`src/rtl/core/assert_macros.svh`:
```
// assertion macros shared by the tilt drive rtl
`ifndef ASSERT_MACROS_SVH
`define ASSERT_MACROS_SVH

// property must hold at every edge outside reset
`define FPTD_ASSERT(lbl, clk_i, rstn_i, prop) \
	lbl: assert property (@(posedge clk_i) disable iff (!rstn_i) (prop)) \
		else $error("fptd assertion failed");

// condition must never be seen outside reset
`define FPTD_NEVER(lbl, clk_i, rstn_i, cond) \
	lbl: assert property (@(posedge clk_i) disable iff (!rstn_i) !(cond)) \
		else $error("fptd forbidden condition seen");

`endif

```
`src/rtl/core/fptd_pkg.sv`:
```
// package with widths, register map and shared types of the tilt drive
package fptd_pkg;

	localparam int DEF_SAMPLE_RATE_HZ = 100;
	localparam int DEF_SAMPLE_BITS    = 12;

	localparam int MUL_A_W = 22;
	localparam int MUL_B_W = 25;
	localparam int PROD_W  = MUL_A_W + MUL_B_W;
	localparam int ACC_W   = 64;
	localparam int LO_W    = 21;

	localparam int RATE_W   = 17;
	localparam int RECIP_W  = 22;
	localparam int FILT_W   = 20;
	localparam int ERR_W    = 21;
	localparam int DIFF_W   = ERR_W + 1;
	localparam int DERIV_W  = DIFF_W + RATE_W;
	localparam int INTEG_W  = 33;
	localparam int DUTY_W   = 17;

	localparam int TARGET_W = 19;
	localparam int GAIN_W   = 24;
	localparam int WEIGHT_W = 17;
	localparam int ILIM_W   = 32;
	localparam int DLIM_W   = 17;
	localparam int TILT_W   = 19;

	localparam int DATA_W     = 32;
	localparam int REG_ADDR_W = 5;
	localparam int OUT_DATA_W = ((2 * DUTY_W + 7) / 8) * 8;

	localparam int FILT_FRAC   = 16;
	localparam int ANGLE_SHIFT = 8;

	localparam logic [14:0]       ANGLE_SCALE = 15'd23827;
	localparam logic [WEIGHT_W-1:0] UNITY     = 17'd65536;

	localparam logic [TARGET_W-1:0] TARGET_RST = 19'd308374;
	localparam logic [GAIN_W-1:0]   GAIN_RST   = 24'd0;
	localparam logic [WEIGHT_W-1:0] WEIGHT_RST = 17'd19661;
	localparam logic [ILIM_W-1:0]   ILIM_RST   = 32'd655360000;
	localparam logic [DLIM_W-1:0]   DLIM_RST   = 17'd13107;
	localparam logic [TILT_W-1:0]   TILT_RST   = 19'd51472;

	typedef enum logic [2:0] {
		REG_TARGET,
		REG_KP,
		REG_KI,
		REG_KD,
		REG_WEIGHT,
		REG_ILIM,
		REG_DLIM,
		REG_TILT
	} reg_idx_t;

	typedef struct packed {
		logic [TARGET_W-1:0]        target;
		logic signed [GAIN_W-1:0]   kp;
		logic signed [GAIN_W-1:0]   ki;
		logic signed [GAIN_W-1:0]   kd;
		logic [WEIGHT_W-1:0]        weight;
		logic [ILIM_W-1:0]          ilim;
		logic [DLIM_W-1:0]          dlim;
		logic [TILT_W-1:0]          tilt;
	} cfg_t;

	typedef struct packed {
		logic                       en;
		logic                       clr;
		logic                       rnd;
		logic                       hi;
		logic signed [MUL_A_W-1:0]  a;
		logic signed [MUL_B_W-1:0]  b;
	} mac_ctl_t;

endpackage

```
`src/rtl/core/filtered_pid_tilt_drive.sv`:
```
// top level of the filtered pid tilt drive
// usage:
//   configuration goes through the apb port, one register every four bytes, pready
//   always high; the user must write registers only while no item is in flight; the block does not enforce it.
//   s_tdata carries one raw angle sample in its low SAMPLE_BITS bits.
//   m_tdata carries drive_right in bits 16:0 and drive_left in bits 33:17,
//   m_tuser carries the tilt cutoff flag.
// timing:
//   one item is in work at a time on one shared 22 x 25 multiply-accumulate unit;
//   the result is registered in the output register when the sequence ends, and the next
//   item is taken in the idle state that follows. the sequence is eleven multiplies
//   with their pipeline waits.
// reset:
//   registers return to their reset values and filter, error and integral clear.
// stall:
//   a finished result waits in the output register while m_tready is low; the next
//   item is still taken and worked on, and its sequence holds at its last step with
//   s_tready low until the waiting result is taken.
module filtered_pid_tilt_drive #(
	parameter int SAMPLE_RATE_HZ = fptd_pkg::DEF_SAMPLE_RATE_HZ,
	parameter int SAMPLE_BITS    = fptd_pkg::DEF_SAMPLE_BITS
) (
	input  logic                            clk,
	input  logic                            arst_n,
	input  logic                            psel,
	input  logic                            penable,
	input  logic                            pwrite,
	input  logic [fptd_pkg::REG_ADDR_W-1:0] paddr,
	input  logic [fptd_pkg::DATA_W-1:0]     pwdata,
	output logic [fptd_pkg::DATA_W-1:0]     prdata,
	output logic                            pready,
	input  logic                            s_tvalid,
	output logic                            s_tready,
	// angle_sample
	input  logic [((SAMPLE_BITS + 7) / 8) * 8 - 1:0] s_tdata,
	output logic                            m_tvalid,
	input  logic                            m_tready,
	// drive_right, drive_left
	output logic [fptd_pkg::OUT_DATA_W-1:0] m_tdata,
	// tilt_cutoff
	output logic [0:0]                      m_tuser
);
	import fptd_pkg::*;

	cfg_t                    cfg;
	mac_ctl_t                ctl;
	logic signed [ACC_W-1:0] acc;
	logic [DUTY_W-1:0]       right;
	logic [DUTY_W-1:0]       left;
	logic                    cut;

	fptd_regs u_regs (
		.clk     (clk),
		.arst_n  (arst_n),
		.psel    (psel),
		.penable (penable),
		.pwrite  (pwrite),
		.paddr   (paddr),
		.pwdata  (pwdata),
		.prdata  (prdata),
		.pready  (pready),
		.cfg     (cfg)
	);

	fptd_mac u_mac (
		.clk    (clk),
		.arst_n (arst_n),
		.ctl    (ctl),
		.acc    (acc)
	);

	fptd_seq #(
		.SAMPLE_RATE_HZ (SAMPLE_RATE_HZ),
		.SAMPLE_BITS    (SAMPLE_BITS)
	) u_seq (
		.clk     (clk),
		.arst_n  (arst_n),
		.cfg     (cfg),
		.s_valid (s_tvalid),
		.s_ready (s_tready),
		.sample  (s_tdata[SAMPLE_BITS-1:0]),
		.m_valid (m_tvalid),
		.m_ready (m_tready),
		.right   (right),
		.left    (left),
		.cut     (cut),
		.acc     (acc),
		.ctl     (ctl)
	);

	assign m_tdata = {{(OUT_DATA_W - 2 * DUTY_W){1'b0}}, left, right};
	assign m_tuser = cut;

endmodule

```
`src/rtl/core/fptd_regs.sv`:
```
// apb configuration registers of the tilt drive
module fptd_regs (
	input  logic                            clk,
	input  logic                            arst_n,
	input  logic                            psel,
	input  logic                            penable,
	input  logic                            pwrite,
	input  logic [fptd_pkg::REG_ADDR_W-1:0] paddr,
	input  logic [fptd_pkg::DATA_W-1:0]     pwdata,
	output logic [fptd_pkg::DATA_W-1:0]     prdata,
	output logic                            pready,
	output fptd_pkg::cfg_t                  cfg
);
	import fptd_pkg::*;

	logic [TARGET_W-1:0] target_q;
	logic [GAIN_W-1:0]   kp_q;
	logic [GAIN_W-1:0]   ki_q;
	logic [GAIN_W-1:0]   kd_q;
	logic [WEIGHT_W-1:0] weight_q;
	logic [ILIM_W-1:0]   ilim_q;
	logic [DLIM_W-1:0]   dlim_q;
	logic [TILT_W-1:0]   tilt_q;
	reg_idx_t            idx;
	logic                wr;

	assign idx    = reg_idx_t'(paddr[REG_ADDR_W-1:2]);
	assign wr     = psel & penable & pwrite;
	assign pready = 1'b1;

	always_ff @(posedge clk or negedge arst_n) begin
		if (!arst_n) begin
			target_q <= TARGET_RST;
			kp_q     <= GAIN_RST;
			ki_q     <= GAIN_RST;
			kd_q     <= GAIN_RST;
			weight_q <= WEIGHT_RST;
			ilim_q   <= ILIM_RST;
			dlim_q   <= DLIM_RST;
			tilt_q   <= TILT_RST;
		end else if (wr) begin
			unique case (idx)
				REG_TARGET: target_q <= pwdata[TARGET_W-1:0];
				REG_KP:     kp_q     <= pwdata[GAIN_W-1:0];
				REG_KI:     ki_q     <= pwdata[GAIN_W-1:0];
				REG_KD:     kd_q     <= pwdata[GAIN_W-1:0];
				REG_WEIGHT: weight_q <= pwdata[WEIGHT_W-1:0];
				REG_ILIM:   ilim_q   <= pwdata[ILIM_W-1:0];
				REG_DLIM:   dlim_q   <= pwdata[DLIM_W-1:0];
				REG_TILT:   tilt_q   <= pwdata[TILT_W-1:0];
			endcase
		end
	end

	always_comb begin
		unique case (idx)
			REG_TARGET: prdata = DATA_W'(target_q);
			REG_KP:     prdata = DATA_W'(kp_q);
			REG_KI:     prdata = DATA_W'(ki_q);
			REG_KD:     prdata = DATA_W'(kd_q);
			REG_WEIGHT: prdata = DATA_W'(weight_q);
			REG_ILIM:   prdata = DATA_W'(ilim_q);
			REG_DLIM:   prdata = DATA_W'(dlim_q);
			REG_TILT:   prdata = DATA_W'(tilt_q);
		endcase
	end

	// weight and duty bound saturate at one
	always_comb begin
		cfg.target = target_q;
		cfg.kp     = $signed(kp_q);
		cfg.ki     = $signed(ki_q);
		cfg.kd     = $signed(kd_q);
		cfg.weight = (weight_q > UNITY) ? UNITY : weight_q;
		cfg.ilim   = ilim_q;
		cfg.dlim   = (dlim_q > UNITY) ? UNITY : dlim_q;
		cfg.tilt   = tilt_q;
	end

endmodule

```
`src/rtl/core/fptd_mac.sv`:
```
// shared signed multiply-accumulate unit of the tilt drive
module fptd_mac (
	input  logic                              clk,
	input  logic                              arst_n,
	input  fptd_pkg::mac_ctl_t                ctl,
	output logic signed [fptd_pkg::ACC_W-1:0] acc
);
	import fptd_pkg::*;

	localparam logic signed [ACC_W-1:0] ROUND_INIT = ACC_W'(1) <<< (FILT_FRAC - 1);

	logic                      en_s1;
	logic                      clr_s1;
	logic                      rnd_s1;
	logic                      hi_s1;
	logic signed [PROD_W-1:0]  prod_s1;
	logic signed [ACC_W-1:0]   acc_q;
	logic signed [ACC_W-1:0]   base;
	logic signed [ACC_W-1:0]   prod_ext;
	logic signed [ACC_W-1:0]   addend;

	always_ff @(posedge clk) begin
		prod_s1 <= $signed(ctl.a) * $signed(ctl.b);
	end

	always_comb begin
		base     = clr_s1 ? (rnd_s1 ? ROUND_INIT : '0) : acc_q;
		prod_ext = {{(ACC_W - PROD_W){prod_s1[PROD_W-1]}}, prod_s1};
		addend   = hi_s1 ? (prod_ext <<< LO_W) : prod_ext;
	end

	always_ff @(posedge clk or negedge arst_n) begin
		if (!arst_n) begin
			en_s1  <= 1'b0;
			clr_s1 <= 1'b0;
			rnd_s1 <= 1'b0;
			hi_s1  <= 1'b0;
			acc_q  <= '0;
		end else begin
			en_s1  <= ctl.en;
			clr_s1 <= ctl.clr;
			rnd_s1 <= ctl.rnd;
			hi_s1  <= ctl.hi;
			if (en_s1) begin
				acc_q <= base + addend;
			end
		end
	end

	assign acc = acc_q;

endmodule

```
`src/rtl/core/fptd_seq.sv`:
```
// sequencer, loop state and result register of the tilt drive
`include "assert_macros.svh"

module fptd_seq #(
	parameter int SAMPLE_RATE_HZ = fptd_pkg::DEF_SAMPLE_RATE_HZ,
	parameter int SAMPLE_BITS    = fptd_pkg::DEF_SAMPLE_BITS
) (
	input  logic                              clk,
	input  logic                              arst_n,
	input  fptd_pkg::cfg_t                    cfg,
	input  logic                              s_valid,
	output logic                              s_ready,
	input  logic [SAMPLE_BITS-1:0]            sample,
	output logic                              m_valid,
	input  logic                              m_ready,
	output logic [fptd_pkg::DUTY_W-1:0]       right,
	output logic [fptd_pkg::DUTY_W-1:0]       left,
	output logic                              cut,
	input  logic signed [fptd_pkg::ACC_W-1:0] acc,
	output fptd_pkg::mac_ctl_t                ctl
);
	import fptd_pkg::*;

	localparam int ANGLE_W = $bits(ANGLE_SCALE) + SAMPLE_BITS - ANGLE_SHIFT;
	localparam int IHI_W   = INTEG_W - LO_W;
	localparam int DHI_W   = DERIV_W - LO_W;
	localparam int DUTYX_W = ACC_W - FILT_FRAC;
	localparam logic [RATE_W-1:0]  RATE_HZ = RATE_W'(SAMPLE_RATE_HZ);
	localparam logic [RECIP_W-1:0] RECIP   = RECIP_W'((1 << LO_W) / SAMPLE_RATE_HZ);

	typedef enum logic [4:0] {
		ST_IDLE, ST_ANG, ST_ANG_W, ST_FLT1, ST_FLT2, ST_FLT_W, ST_ERR,
		ST_DQ, ST_DQ_W, ST_DC, ST_DC_W, ST_INTG, ST_DV_W, ST_DRV,
		ST_PI_P, ST_PI_IL, ST_PI_IH, ST_PI_DL, ST_PI_DH, ST_SUM_W, ST_OUT
	} state_t;

	state_t                    state_q;
	logic [SAMPLE_BITS-1:0]    sample_q;
	logic [FILT_W-1:0]         filt_q;
	logic signed [ERR_W-1:0]   err_q;
	logic signed [ERR_W-1:0]   prev_q;
	logic signed [INTEG_W-1:0] integ_q;
	logic signed [DERIV_W-1:0] deriv_q;
	logic [ERR_W-1:0]          q0_q;
	logic                      m_valid_q;
	logic [DUTY_W-1:0]         right_q;
	logic [DUTY_W-1:0]         left_q;
	logic                      cut_q;

	logic [ANGLE_W-1:0]        angle;
	logic [FILT_W-1:0]         filt_new;
	logic signed [ERR_W-1:0]   err_new;
	logic [ERR_W-1:0]          mag;
	logic [ERR_W-1:0]          q0_acc;
	logic [ERR_W-1:0]          rem;
	logic [ERR_W-1:0]          q_fix;
	logic signed [ERR_W:0]     quot;
	logic signed [INTEG_W:0]   integ_sum;
	logic signed [INTEG_W:0]   ilim_pos;
	logic signed [INTEG_W:0]   integ_cl;
	logic signed [DIFF_W-1:0]  diff;
	logic signed [DUTYX_W-1:0] duty;
	logic signed [DUTYX_W-1:0] dlim_ext;
	logic signed [DUTY_W:0]    duty_cl;
	logic signed [DUTY_W:0]    duty_neg;
	logic                      over_tilt;

	always_comb begin
		angle    = acc[ANGLE_SHIFT +: ANGLE_W];
		filt_new = acc[FILT_FRAC +: FILT_W];
		err_new  = $signed({{(ERR_W - TARGET_W){1'b0}}, cfg.target})
			- $signed({{(ERR_W - FILT_W){1'b0}}, filt_new});
		mag      = err_q[ERR_W-1] ? ERR_W'(-err_q) : ERR_W'(err_q);
		q0_acc   = acc[LO_W +: ERR_W];

		// reciprocal estimate is low by at most one
		rem      = mag - acc[ERR_W-1:0];
		q_fix    = q0_q + ERR_W'(rem >= ERR_W'(RATE_HZ));
		quot     = err_q[ERR_W-1] ? -$signed({1'b0, q_fix}) : $signed({1'b0, q_fix});

		integ_sum = {integ_q[INTEG_W-1], integ_q}
			+ {{(INTEG_W - ERR_W){quot[ERR_W]}}, quot};
		ilim_pos  = $signed({2'b00, cfg.ilim});
		if (integ_sum > ilim_pos) begin
			integ_cl = ilim_pos;
		end else if (integ_sum < -ilim_pos) begin
			integ_cl = -ilim_pos;
		end else begin
			integ_cl = integ_sum;
		end

		diff = {err_q[ERR_W-1], err_q} - {prev_q[ERR_W-1], prev_q};

		// floor shift of the q32 sum to q16
		duty     = acc[ACC_W-1:FILT_FRAC];
		dlim_ext = $signed({{(DUTYX_W - DLIM_W){1'b0}}, cfg.dlim});
		if (duty > dlim_ext) begin
			duty_cl = (DUTY_W + 1)'(dlim_ext);
		end else if (duty < -dlim_ext) begin
			duty_cl = (DUTY_W + 1)'(-dlim_ext);
		end else begin
			duty_cl = (DUTY_W + 1)'(duty);
		end
		duty_neg  = -duty_cl;
		over_tilt = mag > ERR_W'(cfg.tilt);
	end

	always_comb begin
		ctl = '0;
		unique case (state_q)
			ST_ANG: begin
				ctl.en  = 1'b1;
				ctl.clr = 1'b1;
				ctl.a   = MUL_A_W'(sample_q);
				ctl.b   = MUL_B_W'(ANGLE_SCALE);
			end
			ST_FLT1: begin
				ctl.en  = 1'b1;
				ctl.clr = 1'b1;
				ctl.rnd = 1'b1;
				ctl.a   = MUL_A_W'(UNITY - cfg.weight);
				ctl.b   = MUL_B_W'(angle);
			end
			ST_FLT2: begin
				ctl.en = 1'b1;
				ctl.a  = MUL_A_W'(filt_q);
				ctl.b  = MUL_B_W'(cfg.weight);
			end
			ST_DQ: begin
				ctl.en  = 1'b1;
				ctl.clr = 1'b1;
				ctl.a   = MUL_A_W'(mag);
				ctl.b   = MUL_B_W'(RECIP);
			end
			ST_DC: begin
				ctl.en  = 1'b1;
				ctl.clr = 1'b1;
				ctl.a   = MUL_A_W'(q0_acc);
				ctl.b   = MUL_B_W'(RATE_HZ);
			end
			ST_INTG: begin
				ctl.en  = 1'b1;
				ctl.clr = 1'b1;
				ctl.a   = MUL_A_W'(diff);
				ctl.b   = MUL_B_W'(RATE_HZ);
			end
			ST_DRV: begin
				ctl.en  = 1'b1;
				ctl.clr = 1'b1;
				ctl.a   = {{(MUL_A_W - ERR_W){err_q[ERR_W-1]}}, err_q};
				ctl.b   = {{(MUL_B_W - GAIN_W){cfg.kp[GAIN_W-1]}}, cfg.kp};
			end
			ST_PI_IL: begin
				ctl.en = 1'b1;
				ctl.a  = {{(MUL_A_W - LO_W){1'b0}}, integ_q[LO_W-1:0]};
				ctl.b  = {{(MUL_B_W - GAIN_W){cfg.ki[GAIN_W-1]}}, cfg.ki};
			end
			ST_PI_IH: begin
				ctl.en = 1'b1;
				ctl.hi = 1'b1;
				ctl.a  = {{(MUL_A_W - IHI_W){integ_q[INTEG_W-1]}}, integ_q[INTEG_W-1:LO_W]};
				ctl.b  = {{(MUL_B_W - GAIN_W){cfg.ki[GAIN_W-1]}}, cfg.ki};
			end
			ST_PI_DL: begin
				ctl.en = 1'b1;
				ctl.a  = {{(MUL_A_W - LO_W){1'b0}}, deriv_q[LO_W-1:0]};
				ctl.b  = {{(MUL_B_W - GAIN_W){cfg.kd[GAIN_W-1]}}, cfg.kd};
			end
			ST_PI_DH: begin
				ctl.en = 1'b1;
				ctl.hi = 1'b1;
				ctl.a  = {{(MUL_A_W - DHI_W){deriv_q[DERIV_W-1]}}, deriv_q[DERIV_W-1:LO_W]};
				ctl.b  = {{(MUL_B_W - GAIN_W){cfg.kd[GAIN_W-1]}}, cfg.kd};
			end
			default: ctl = '0;
		endcase
	end

	always_ff @(posedge clk or negedge arst_n) begin
		if (!arst_n) begin
			state_q   <= ST_IDLE;
			sample_q  <= '0;
			filt_q    <= '0;
			err_q     <= '0;
			prev_q    <= '0;
			integ_q   <= '0;
			deriv_q   <= '0;
			q0_q      <= '0;
			m_valid_q <= 1'b0;
			right_q   <= '0;
			left_q    <= '0;
			cut_q     <= 1'b0;
		end else begin
			if (state_q == ST_OUT && (!m_valid_q || m_ready)) begin
				m_valid_q <= 1'b1;
			end else if (m_ready) begin
				m_valid_q <= 1'b0;
			end
			unique case (state_q)
				ST_IDLE: begin
					if (s_valid) begin
						sample_q <= sample;
						state_q  <= ST_ANG;
					end
				end
				ST_ANG:   state_q <= ST_ANG_W;
				ST_ANG_W: state_q <= ST_FLT1;
				ST_FLT1:  state_q <= ST_FLT2;
				ST_FLT2:  state_q <= ST_FLT_W;
				ST_FLT_W: state_q <= ST_ERR;
				ST_ERR: begin
					filt_q  <= filt_new;
					err_q   <= err_new;
					state_q <= ST_DQ;
				end
				ST_DQ:   state_q <= ST_DQ_W;
				ST_DQ_W: state_q <= ST_DC;
				ST_DC: begin
					q0_q    <= q0_acc;
					state_q <= ST_DC_W;
				end
				ST_DC_W: state_q <= ST_INTG;
				ST_INTG: begin
					integ_q <= INTEG_W'(integ_cl);
					state_q <= ST_DV_W;
				end
				ST_DV_W: state_q <= ST_DRV;
				ST_DRV: begin
					deriv_q <= acc[DERIV_W-1:0];
					prev_q  <= err_q;
					state_q <= ST_PI_IL;
				end
				ST_PI_P:  state_q <= ST_PI_IL;
				ST_PI_IL: state_q <= ST_PI_IH;
				ST_PI_IH: state_q <= ST_PI_DL;
				ST_PI_DL: state_q <= ST_PI_DH;
				ST_PI_DH: state_q <= ST_SUM_W;
				ST_SUM_W: state_q <= ST_OUT;
				ST_OUT: begin
					if (!m_valid_q || m_ready) begin
						cut_q     <= over_tilt;
						right_q   <= (over_tilt || duty_cl[DUTY_W]) ? '0 : duty_cl[DUTY_W-1:0];
						left_q    <= (over_tilt || !duty_cl[DUTY_W]) ? '0 : duty_neg[DUTY_W-1:0];
						state_q   <= ST_IDLE;
					end
				end
			endcase
		end
	end

	assign s_ready = (state_q == ST_IDLE);
	assign m_valid = m_valid_q;
	assign right   = right_q;
	assign left    = left_q;
	assign cut     = cut_q;

	`FPTD_ASSERT(a_accept_starts, clk, arst_n, (s_valid && s_ready) |=> (state_q == ST_ANG))
	`FPTD_ASSERT(a_stall_waits, clk, arst_n, (state_q == ST_OUT && m_valid_q && !m_ready) |=> (state_q == ST_OUT && m_valid_q))
	`FPTD_NEVER(a_both_sides, clk, arst_n, m_valid_q && right_q != '0 && left_q != '0)
	`FPTD_ASSERT(a_cut_zero, clk, arst_n, (m_valid_q && cut_q) |-> (right_q == '0 && left_q == '0))

endmodule

```
`config.mk`:
```
export PLATFORM = sky130hd
export DESIGN_NAME = filtered_pid_tilt_drive
export DESIGN_NICKNAME = d
export VERILOG_FILES = /design/src/rtl/core/fptd_pkg.sv /design/src/rtl/core/filtered_pid_tilt_drive.sv /design/src/rtl/core/fptd_regs.sv /design/src/rtl/core/fptd_mac.sv /design/src/rtl/core/fptd_seq.sv
export VERILOG_INCLUDE_DIRS = /design/src /design/src/rtl/core
export SDC_FILE = /design/constraint.sdc
export NUM_CORES = 2
export LEC_CHECK = 0
export ABC_AREA = 1
export BUFFER_PORTS_ARGS = -buffer_cell sky130_fd_sc_hd__buf_2
export CORE_MARGIN = 5
export CORE_UTILIZATION = 35
export DETAILED_ROUTE_END_ITERATION = 8
export SYNTH_ARGS = -nofsm -noshare
export SYNTH_HDL_FRONTEND = slang
export SYNTH_SLANG_ARGS = --single-unit
```
`constraint.sdc`:
```
create_clock -name clk -period 9.3 [get_ports clk]
set_clock_uncertainty 0.1 [all_clocks]
set_input_delay 1.395 -clock clk [delete_from_list [all_inputs] [get_ports clk]]
set_output_delay 1.395 -clock clk [all_outputs]
set_load 0.02 [all_outputs]
```
* Yosys cells after proc, flatten, opt, wreduce, memory -nomap -nowiden
Cells that the tools add are included.
Word-level totals: bits in registers 499, output and inout port bits 76
Operators by class: order comparisons 8, multiply operators 1, eq/ne operators 29, muxes and demuxes 24, reduce and logical (&&, ||, !) cells 24, add/sub/neg operators 12, bitwise logic cells 2
Operators with widths (count):
- $pmux 47 s11 | 1
- $pmux 32 s8 | 1
- $mux 64 | 2
- $pmux 5 s20 | 1
- $mux 17 | 4
- $mux 33 | 2
- $add 64x64->64 | 1
- $gt 48x18->1 | 1
- $lt 48x48->1 | 1
- $neg 17->48 | 1
- $mul 22x25->47 | 1
- $eq 5x4->1 const B | 8
- $mux 18 | 2
- $add 33x22->34 | 1
- $gt 17x17->1 const B | 2
- $gt 34x33->1 | 1
- $lt 34x34->1 | 1
- $neg 32->34 | 1
- $eq 5x5->1 const B | 5
- $mux 22 | 1
- $neg 21->22 | 1
- $reduce_and 2->1 | 11
- $sub 21x21->22 | 1
- $add 21x1->21 | 1
- other kinds (28) | 48

* Longest topological paths before layout
depth in word-level cells 11, gate-level depth with buffers 71, mapped depth without buffers 71

* Hierarchy
From an unflattened synthesis, not the netlist that was laid out.
Second synthesis, totals: cell total of the unflattened synthesis 9079, area, all modules 62697.6 um^2
Modules (own cells, without submodules):
- fptd_mac | instances 1, area an instance 31531.5 um^2, seq. area each 2642.5 um^2, cells each 4549
- fptd_seq | instances 1, area an instance 22569.1 um^2, seq. area each 5205.0 um^2, cells each 3469
- fptd_regs | instances 1, area an instance 8548.2 um^2, seq. area each 4448.0 um^2, cells each 1054
- filtered_pid_tilt_drive | instances 1, area an instance 48.8 um^2, seq. area each 0.0 um^2, cells each 7

* Least setup slack after synthesis
OpenSTA, ideal clock, no wires.
path kind reg2reg, start point register u_regs.weight_q[6], end point register u_mac.prod_s1[44], clock period less this slack 8.538 ns, arrival time 8.313 ns, path slack 0.762 ns, cell stages (with the launch flop) 37, setup time 0.125 ns, required time 9.075 ns, path through dfstp_2 nor4_1 nand4_1 nand2_1 inv_2 buf_2 nor2_1 inv_1 ha_1 nand2_1 or2_2 nor2_1 o21ai_0 nand4_1 clkbuf_1 nand2_1 fa_1 fa_1 inv_1 fa_1 inv_1 fa_1 inv_1 fa_1 fa_1 fa_1 ha_1 nand2_1 nor2_1 nand2_1 nor4_1 nand3_1 nand3_1 nand3_1 nand2_1 a31oi_1 xor2_1
Between the ends: word-level cells in the longest chain between the ends 5
Ends and longest elaborated chain:
- start: declaration | line fptd_regs.sv:20 | logic [WEIGHT_W-1:0] weight_q;
- start signal: assignment | line fptd_regs.sv:47 | REG_WEIGHT: weight_q <= pwdata[WEIGHT_W-1:0];
- $gt 17x17->1 | line fptd_regs.sv:74 | cfg.weight = (weight_q > UNITY) ? UNITY : weight_q;
- $mux 17 (*) | line fptd_regs.sv:74
- $sub 17x17->18 | line fptd_seq.sv:121 | ctl.a = MUL_A_W'(UNITY - cfg.weight);
- $pmux 47 s11 (*) | line fptd_seq.sv:110 | unique case (state_q)
- $mul 22x25->47 (*) | line fptd_mac.sv:23 | prod_s1 <= $signed(ctl.a) * $signed(ctl.b);
- end signal: assignment | line fptd_mac.sv:23
- end: declaration | line fptd_mac.sv:16 | logic signed [PROD_W-1:0] prod_s1;
Every way passes the cells marked *; elsewhere a longest branch is shown, timed or not. A chain may end at the register's enable or synchronous reset.

* Worst setup path after layout
start point register u_seq.err_q[20], end point register u_seq.integ_q[29]
Between the ends: word-level cells in the longest chain between the ends 11, elaborated cells between the ends (all ways) 12, classes of those cells add/sub: 5; order compare: 3; mux: 4
Ends and longest elaborated chain:
- start: declaration | line fptd_seq.sv:40 | logic signed [ERR_W-1:0] err_q;
- start signal: assignment | line fptd_seq.sv:213 | err_q <= err_new;
- $neg 21->21 | line fptd_seq.sv:73 | mag = err_q[ERR_W-1] ? ERR_W'(-err_q) : ERR_W'(err_q);
- $mux 21 | line fptd_seq.sv:73
- $sub 21x21->21 | line fptd_seq.sv:77 | rem = mag - acc[ERR_W-1:0];
- $ge 21x7->1 | line fptd_seq.sv:78 | q_fix = q0_q + ERR_W'(rem >= ERR_W'(RATE_HZ));
- $add 21x1->21 | line fptd_seq.sv:78
- $neg 21->22 | line fptd_seq.sv:79 | quot = err_q[ERR_W-1] ? -$signed({1'b0, q_fix}) : $signed({1'b0, q_fix});
- $mux 22 (*) | line fptd_seq.sv:79
- $add 33x22->34 (*) | line fptd_seq.sv:82 | + {{(INTEG_W - ERR_W){quot[ERR_W]}}, quot};
- $lt 34x34->1 | line fptd_seq.sv:86 | end else if (integ_sum < -ilim_pos) begin
- $mux 33 | line fptd_seq.sv:86
- $mux 33 (*) | line fptd_seq.sv:84 | if (integ_sum > ilim_pos) begin
- end signal: assignment | line fptd_seq.sv:224 | integ_q <= INTEG_W'(integ_cl);
- end: declaration | line fptd_seq.sv:42 | logic signed [INTEG_W-1:0] integ_q;
Marked as above.

==> impl_summary.txt <==
----------------------------------------------------
[Outcome]
  Result of the run ... complete, but fails checks
  Failing checks ... design-rule violations, max-capacitance violations, max-slew violations, negative setup slack

[STA]
  Post-route clock period utilization ... 1.00
  Worst relative slew slack ... -0.0398
  Max Slew Vio Count ... 3
  Total negative slack ... -0.000560 ns
  Highest Clock Rate ... 108 MHz
  # setup viols final ... 1
  Final Hold Viols ... 0
  Fin crit period ... 9.30 ns
  RSZ-0062 raised after global routing ... true
  Slew at the pin closest to its max-slew limit ... 1.55 ns
  Final worst setup slack ... -0.000560 ns

[Critical path]
  Cell family with most CP delay ... simple AND/OR/NAND/NOR gates
  Critical path arrival ... 9.80 ns
  Worst setup path category ... register to register
  CP Capture Type ... register
  Endpoint required time on the critical path ... 9.80 ns
  Element type at the critical path start ... register
  Instance count on the critical path ... 65
  Critical path buffer and inverter count ... 11
  Critical register-to-register path startpoint ... u_seq.err_q[20]$_DFFE_PN0P_
  Worst r2r path cells ... 65
  Max incr delay on CP ... 0.55 ns
  Crit path top cell by count ... nand2_1
  Cell with the largest stage delay on the worst path ... dfrtp_1
  Reg-to-reg slack, setup ... -0.0006 ns
  Highest fanout seen on the critical path ... 7
  Critical Path Source ... u_seq.err_q[20]$_DFFE_PN0P_

[Layout]
  Final-stage net count ... 9507
  Share of final-layout standard cells stronger than drive strength 1 ... 0.155
  Top library cells by usage in the layout, fill and taps aside ... nand2_1, inv_1, buf_4, nor2_1, fa_1
  Util after Layout ... 0.421
  Area Growth Syn to Fin ... 19.8%
  Most common cell after layout, fill and taps aside ... nand2_1

[Floorplan]
  Vertical die dimension ... 416 um
  Area of the placeable core ... 165000 um2
  Die X-Extent ... 416 um
  Total Die Area ... 173000 um2
  Initial Util ... 0.351
  Standard-cell rows ... 149
  I/O pin count ... 136

[Worst hold path]
  Startpoint of the worst hold path ... u_seq.right[10]$_DFFE_PN0P_
  HP Class ... register to register
  Worst hold path cell count ... 2

[Detailed routing]
  Drt via density ... 5.26
  Drt pass-1 iters ... 8
  Via count of the routed design ... 56241
  Starting DRT DRC Count ... 5433
  Final routed wire length divided by cell count ... 22.1 um
  Total wire length after detailed routing ... 236000 um
  Post-detailed-route count of antenna-violating nets ... 0
  DRC violations left ... 2

[CTS]
  Max H-tree Level ... 3
  CTS root buffer ... clkbuf_16
  Number of clock buffers inserted by TritonCTS ... 67
  TritonCTS Sinks ... 499
  Clock slew seen by the registers of the worst setup and hold paths ... 0.06 ns
  Clock tree from TritonCTS ... done
  Latest clock arrival within the worst-skew pair ... 0.69 ns
  Number of hold buffers added after cts ... 0
  Number of buffers on the longest clock path ... 3

[Global route]
  Largest net degree at the start of global routing ... 144
  Total GRT Usage ... 0.267
  Number of global-route vias before repair ... 55274
  Total gr overflow ... 0
  Antenna violations before repair ... 18
  Wire length of the first global-routing pass ... 351000 um

[Logic synthesis]
  Mean post-synth cell area ... 7.42 um2
  Post-Syn Instances ... 7789
  FFs w/ async S/R, synth ... 0.906
  Netlist cell types ... 70
  Share of the yosys chip area belonging to registers ... 0.213
  Number of warnings issued by yosys ... 0
  Area of the mapped netlist ... 57800 um2
  Number of enable-type register cells in the synthesized netlist ... 0
  Flops & latches, synth ... 499
  Leading register cell type out of synthesis ... dfrtp_1

[Place]
  Half-perimeter wire length of the detailed placement result ... 194000 um
  Placer congestion estimate ... 1.00
  Count of buffers inserted at the top-level ports ... 122
  Dpl ws ... -0.367 ns

[Job]
  Max Cap Violations ... 1

----------------------------------------------------
## sequential cells by signal (all words and copies together), names as in the netlist, 24 cells and up
signal,count
u_regs.ilim_q,32
u_regs.kd_q,24
u_regs.ki_q,24
u_seq.deriv_q,39
u_seq.integ_q,33
u_regs.kp_q,24
u_mac.acc,64
u_mac.prod_s1,47
## worst reg2reg max path: cells and delay by family, from the launching register on
family | cells | cell delay [ns]
AND/OR/NAND/NOR | 36 | 4.15
AO/OA/AOI/OAI | 10 | 1.37
adder cells (fa/ha/maj) | 5 | 1.30
buffers and inverters | 11 | 1.21
XOR/XNOR | 3 | 0.56
flip-flops | 1 | 0.55
## what timing repair did
action	CTS	global route
pin swaps	4	56
setup endpoints to repair	49	59
endpoints found under the hold margin	0	0
gates resized for setup	28	225
gates cloned	0	2
buffers inserted	2	12
## logic make-up (layout without fill, tap and decap cells)
logic type / after synthesis / after routing / share of synthesized area
AO/OA/AOI/OAI: 1294 / 1294 / 0.127
flip-flops: 499 / 499 / 0.213
adder cells (fa/ha/maj): 1004 / 1004 / 0.289
AND/OR/NAND/NOR: 3068 / 3068 / 0.222
multiplexers: 12 / 12 / 0.00234
XOR/XNOR: 229 / 229 / 0.0348
other: 2 / 12 / 0.000130
buffers and inverters: 1681 / 2385 / 0.112
## Yosys cell counts, types with 14 or more instances
cell,number,share of area
clkinv_1,19,0.0012
o21ai_1,24,0.0021
o21a_1,22,0.0029
o211ai_1,14,0.0018
buf_2,64,0.0055
nor2_1,677,0.044
o22ai_1,61,0.0066
a21oi_1,367,0.032
a221oi_1,27,0.0041
nor4_1,34,0.0037
xor2_1,156,0.024
nand3b_1,17,0.0022
a211oi_1,18,0.0023
dfxtp_1,47,0.016
xnor2_1,72,0.011
or2_2,27,0.0029
a31oi_1,54,0.0058
a21o_1,19,0.0025
ha_1,453,0.098
dfstp_2,35,0.016
o21bai_1,22,0.0029
o21ai_0,564,0.049
nor3_1,69,0.0060
a22oi_1,16,0.0021
inv_2,25,0.0016
nand3_1,327,0.028
dfrtp_1,417,0.18
clkbuf_1,161,0.010
inv_1,1386,0.090
nand2_1,1758,0.11
fa_1,551,0.19
nand4_1,90,0.0097
## per-stage QoR
step | cell area (um2) | std cells | hold WS (ns)
floorplan | 57800 | 7794 | 0.338
global placement | 65800 | 10548 | 0.357
detailed placement | 65800 | 10548 | 0.360
CTS | 68200 | 10674 | 0.373
global route | 69200 | 10687 | 0.396
finish | 69300 | 10692 | 0.377
## metal layers
metal	part of all wire	track usage	vias to the layer above
li1	-	-	26023
met3	0.074	0.0441	509
met2	0.46	0.430	2193
met4	0.063	0.141	10
met5	0.00024	0	-
met1	0.41	0.344	27506
## final cells by class
class,count,area [um2]
clock buffer,92,1920
multi-input combinational,5614,40100
tap,2189,2740
timing repair buffer,831,6490
antenna,5,12.5
clock inverter,32,334
sequential,499,12300
inverter,1430,5370
fill,16871,95400
## path summary, 6_finish.rpt
kind	endpoint
hold / removal	u_seq.right[10]$_DFFE_PN0P_
setup / recovery	u_seq.integ_q[29]$_DFFE_PN0P_
max in group asynchronous	u_mac.hi_s1$_DFF_PN0_
min in group asynchronous	u_seq.integ_q[24]$_DFFE_PN0P_
hold reg to reg	u_seq.right[10]$_DFFE_PN0P_
setup reg to reg	u_seq.integ_q[29]$_DFFE_PN0P_
Power is left out: the tool's default activity adds up to more than one toggle a clock period on the data nets, which glitch-free logic cannot reach.
